## src/limit_order_book_matcher_assert.svh

```systemverilog
// Assertion macros for the order book matcher
`ifndef LIMIT_ORDER_BOOK_MATCHER_ASSERT_SVH
`define LIMIT_ORDER_BOOK_MATCHER_ASSERT_SVH
`ifndef SYNTHESIS
`define LOBM_ASSERT_IMPL(label, clk, rst_n, ante, cons) \
	label: assert property (@(posedge clk) disable iff (!rst_n) (ante) |-> (cons)) \
		else $error("order book assertion failed");
`define LOBM_ASSERT_NEXT(label, clk, rst_n, ante, cons) \
	label: assert property (@(posedge clk) disable iff (!rst_n) (ante) |=> (cons)) \
		else $error("order book assertion failed");
`else
`define LOBM_ASSERT_IMPL(label, clk, rst_n, ante, cons)
`define LOBM_ASSERT_NEXT(label, clk, rst_n, ante, cons)
`endif
`endif

```

## src/lobm_pkg.sv

```systemverilog
`timescale 1ns / 1ps
// ----------------------------------------------------------------------------
// lobm_pkg
// Shared constants, types and helpers of the order book matcher.
// ----------------------------------------------------------------------------
package lobm_pkg;

	localparam int ORDER_IDS    = 64;
	localparam int PRICE_LEVELS = 256;
	localparam int IDW  = $clog2(ORDER_IDS);
	localparam int NIDW = $clog2(ORDER_IDS + 1);
	localparam int PW   = $clog2(PRICE_LEVELS);
	localparam int LVW  = PW + 1;
	localparam int LCW  = $clog2(PRICE_LEVELS + 1);
	localparam int QW   = 32;

	localparam logic [NIDW-1:0] NO_ID = NIDW'(ORDER_IDS);
	localparam logic SIDE_BUY  = 1'b0;
	localparam logic SIDE_SELL = 1'b1;

	typedef enum logic [1:0] {
		CMD_LIMIT, CMD_MARKET, CMD_CANCEL, CMD_MODIFY
	} cmd_t;

	typedef enum logic [1:0] {
		ST_DONE, ST_TRADE, ST_UNKNOWN, ST_REJECT
	} status_t;

	typedef enum logic [1:0] {
		RET_FINISH, RET_SWEEP, RET_SCAN
	} rm_ret_t;

	typedef enum logic [4:0] {
		S_CLEAR, S_IDLE, S_LOOKUP, S_DECODE, S_RM_RD, S_RM_UPD, S_SW_INIT,
		S_SCAN_RD, S_SCAN_CK, S_FILL_RH, S_FILL_RT, S_FILL_CMP, S_FILL_UPD,
		S_SW_END, S_AP_RD, S_AP_UPD, S_AP_END, S_OUT_START, S_OUT_RD,
		S_OUT_LD, S_OUT_WAIT
	} state_t;

	typedef struct packed {
		logic [QW-1:0] qty;
		logic [PW-1:0] price;
		logic          side;
	} order_t;

	typedef struct packed {
		logic [IDW-1:0] buyer;
		logic [IDW-1:0] seller;
		logic [PW-1:0]  price;
		logic [QW-1:0]  qty;
	} trade_t;

	function automatic logic [LVW-1:0] lv_of(input logic side, input logic [PW-1:0] p);
		return side ? (LVW'(PRICE_LEVELS) + LVW'(p)) : LVW'(p);
	endfunction

endpackage

```

## src/lobm_trade_buf.sv

```systemverilog
`timescale 1ns / 1ps
// ----------------------------------------------------------------------------
// lobm_trade_buf
// Holds the trades of one command until the final book counts are known.
// ----------------------------------------------------------------------------
module lobm_trade_buf (
	input  logic                       clk,
	input  logic                       we,
	input  logic [lobm_pkg::IDW-1:0]   waddr,
	input  lobm_pkg::trade_t           wdata,
	input  logic [lobm_pkg::IDW-1:0]   raddr,
	output lobm_pkg::trade_t           rdata
);
	lobm_pkg::trade_t mem [lobm_pkg::ORDER_IDS];

	always_ff @(posedge clk) begin
		if (we) begin
			mem[waddr] <= wdata;
		end
		rdata <= mem[raddr];
	end
endmodule

```

## config.mk

```make
export PLATFORM = sky130hd
export DESIGN_NAME = lobm_trade_buf
export DESIGN_NICKNAME = d
export VERILOG_FILES = /design/src/limit_order_book_matcher_assert.svh /design/src/lobm_pkg.sv /design/src/lobm_trade_buf.sv
export SDC_FILE = /design/constraint.sdc
export NUM_CORES = 2
export LEC_CHECK = 0
export BUFFER_PORTS_ARGS = -buffer_cell sky130_fd_sc_hd__buf_2
export CORE_MARGIN = 3
export CORE_UTILIZATION = 48
export CTS_CLUSTER_DIAMETER = 80
export DETAILED_ROUTE_END_ITERATION = 8
export PLACE_DENSITY = 0.6
export RECOVER_POWER = 100
export SYNTH_ARGS = -nofsm -noshare
export SYNTH_HDL_FRONTEND = slang
export SYNTH_SLANG_ARGS = --single-unit
```

## constraint.sdc

```tcl
create_clock -name clk -period 5.4 [get_ports clk]
set_clock_uncertainty 0.15 [all_clocks]
set_input_delay 0.27 -clock clk [delete_from_list [all_inputs] [get_ports clk]]
set_output_delay 0.27 -clock clk [all_outputs]
set_load 0.01 [all_outputs]
```

==> impl_results.md <==
* Slew Limit Fails at 5319
* Pre-CTS setup slack at 1.813 ns
* Period utilization at 79.33%
* # DRC at 0
* Hold buffer count at CTS at 60
* Synth Register Bits at 3380
* Die width at 520.2 um
* Drt total wl at 359.1 mm
* # fillers at 19730
* Finished layout cell area at 0.1440 mm2
* Total nets after synthesis at 5476
* H-tree level count at 5
* Global Route Usage Sum at 26.52%
* Hold path endpoint: mem[63][8]$_DFFE_PP_
* Leakage at 44.43 nW
* Comb power frac at 4.5%
* Crit start category: input pin
* HPWL Detailed at 194.6 mm
* R2r endpoint: rdata[25]$_DFF_P_
* Final Wtd Congestion at 0.7716
* Crit Path Max Fanout at 29
* Post-CTS Setup Repair Bufs at 0
* Critical Path End Type: flop
* DR pass1 iterations at 5
* Setup TNS at 0 ns
* Fin crit period at 4.284 ns
* Core Region at 0.2627 mm2
* Avg WL per Cell at 37.37 um
* IO Pins at 118
* Max IR drop VDD at 0.3810 mV
* Root Buffer: clkbuf_16
* Ys Warns at 0
* Final setup viols at 0
* Sw frac at 20.57%
* Initial antenna violation count at 24
* Pwr dens at 383.1 mW/mm2
* RSZ-0062 raised after global routing: no
* Vias at 62030
* Cell Rows at 188
* R2r startpoint: mem[11][25]$_DFFE_PP_
* Sequential power share at 53.0%
* Share of layout cells above drive strength 1 at 24.74%
* Hold Path Stages at 3
* Synth Cell Area at 0.1269 mm2
* Antenna Nets Post-Route at 0
* Worst Path Arrival at 4.56 ns
* Syn-to-layout area delta at 13.42%
* R2r setup slk at 3.05 ns
* CTS clock-pin slew for the worst setup and hold paths at 0.06 ns
* Post-synthesis sequential area ratio at 79.56%
* # Max-Cap Violations at 129
* Post-CTS Resized at 0
* Number of global-route vias before repair at 61740
* Net Sw Power at 11.34 mW
* Int Pwr at 43.81 mW
* Clock insertion delay at the later pin of the skew report at 0.95 ns
* Clk sinks at 3380
* I/O Buffers at 117
* R2R depth at 5
* CTS Buf Count at 352
* DP Area at 0.1332 mm2
* Most common cell after layout, fill and taps aside: edfxtp_1
* Outcome: finished with violations
* Largest net degree at the start of global routing at 138
* Final Worst Setup Slack at 1.116 ns
* Critical path required time at 5.68 ns
* Fmax at 233.4 MHz
* Clock share of power at 42.5%
* First-pass GRT wire length at 499.1 mm
* Most frequent cells in the layout: edfxtp_1 (3328), mux4_2 (794), clkbuf_16 (359)
* CTS Buffer Depth at 4
* Initial Util at 48.31%
* Gr ovfl total at 0
* Fin nets at 5893
* Initial DRC count at 7994
* Gate Count Post-Synth at 5410
* Yosys cell types at 40
* Vias per cell at 6.457
* Worst relative slew slack at -162.4%
* Die height at 520.2 um
* Synth Area per Inst at 23.46 um2
* Worst hold path startpoint: we
* Hold Path Class: in -> reg
* Slew @ Worst Pin at 3.936 ns
* Fin. Hold Viols at 0
* Failing checks: max-capacitance violations, max-slew violations
* DIE AREA at 0.2706 mm2
* TritonCTS clock tree: built
* Critical path class: in -> reg
[per-stage QoR]
step / power [mW] / util (%) / hold WS [ns] / instances
global route: 56.69 / 54.79 / 0.1640 / 9603
finish: 55.15 / 54.79 / 0.1797 / 9607
CTS: 55.51 / 55.12 / 0.03502 / 9598
global placement: 32.20 / 50.70 / 0.5449 / 8928
floorplan: 31.04 / - / 0.2189 / 5410
detailed placement: 32.24 / 50.70 / 0.5374 / 8928
[flip-flops by register name, summed over array words and instances (netlist names)]
register and flops:
rdata 52, mem 3328
[cell families (layout without fill, tap and decap cells)]
family / count (synthesis) / in the layout / synth area share [%]
buffers and inverters: 307 / 980 / 1.230
AND/OR/NAND/NOR: 264 / 264 / 1.036
flip-flops: 3380 / 3380 / 79.56
AO/OA/AOI/OAI: 496 / 496 / 2.712
multiplexers: 963 / 963 / 15.46
other: 0 / 9 / 0
[critical path, stage by stage]
cell,delay [ns]
dlygate4sd3_1,0.56
clkbuf_1,0.19
nor2b_1,0.26
nand2_1,0.30
nor2_1,0.27
clkbuf_1,2.59
[power groups by stage]
stage | Clock, mW | Sequential [mW] | Combinational (mW)
final | 23.4 | 29.3 | 2.47
after global routing | 24.8 | 29.3 | 2.62
after CTS | 23.8 | 29.2 | 2.52
after detailed placement | 0 | 29.8 | 2.47
after global placement | 0 | 29.8 | 2.44
after floorplan | 0 | 29.7 | 1.36
[Yosys cell counts]
master,n,share of area (%)
nand4_1,2,0.0099
o221ai_1,64,0.44
nand2_1,31,0.092
a21oi_1,74,0.29
nand4b_1,1,0.0069
buf_4,53,0.31
nor3_1,4,0.016
or2_2,6,0.030
a22oi_1,38,0.22
and3_1,12,0.059
mux4_2,794,14
nor4_1,40,0.20
o22a_1,31,0.21
o21ai_0,9,0.035
clkbuf_1,125,0.37
a211oi_1,13,0.077
nand2b_1,15,0.074
edfxtp_1,3328,79
buf_2,96,0.38
a221oi_1,41,0.28
buf_1,21,0.062
a21boi_0,1,0.0059
o21a_1,9,0.053
mux2_2,44,0.39
and2_0,1,0.0049
o22ai_1,181,0.89
nor2_1,97,0.29
or3_1,3,0.015
and2_1,4,0.020
dfxtp_1,52,0.82
nand3_1,17,0.067
nand3b_1,4,0.024
o21ai_1,16,0.063
mux2i_1,125,0.99
nor2_2,1,0.0049
nor2b_1,25,0.12
buf_6,12,0.11
o211ai_1,1,0.0059
a22o_1,18,0.12
or3b_2,1,0.0069
[per-layer routing]
layer	vias up	track usage, %	wire, um
li1	24210	-	-
met1	34080	37.21	140400
met2	3072	43.51	177200
met3	661	4.140	28140
met4	6	7.830	13200
met5	-	0	37
[layout make-up]
cell class | count | area [um2] | share of cell area (%)
timing repair buffer | 370 | 2963 | 2.058
clock inverter | 150 | 1463 | 1.016
multi-input combinational | 1723 | 24600 | 17.09
sequential | 3380 | 101000 | 70.14
antenna | 9 | 22.52 | 0.01564
clock buffer | 460 | 9543 | 6.629
tap | 3515 | 4398 | 3.055
[worst max-delay path by stage]
stage	from	to	cells past startpoint
CTS	raddr[4]	rdata[33]$_DFF_P_	7
global route	waddr[0]	mem[10][2]$_DFFE_PP_	6
floorplan	waddr[3]	mem[48][0]$_DFFE_PP_	4
global placement	raddr[0]	rdata[32]$_DFF_P_	7
detailed placement	raddr[0]	rdata[32]$_DFF_P_	7
finish	waddr[0]	mem[34][40]$_DFFE_PP_	6
Note: power is estimated with default switching activity, not from simulation.
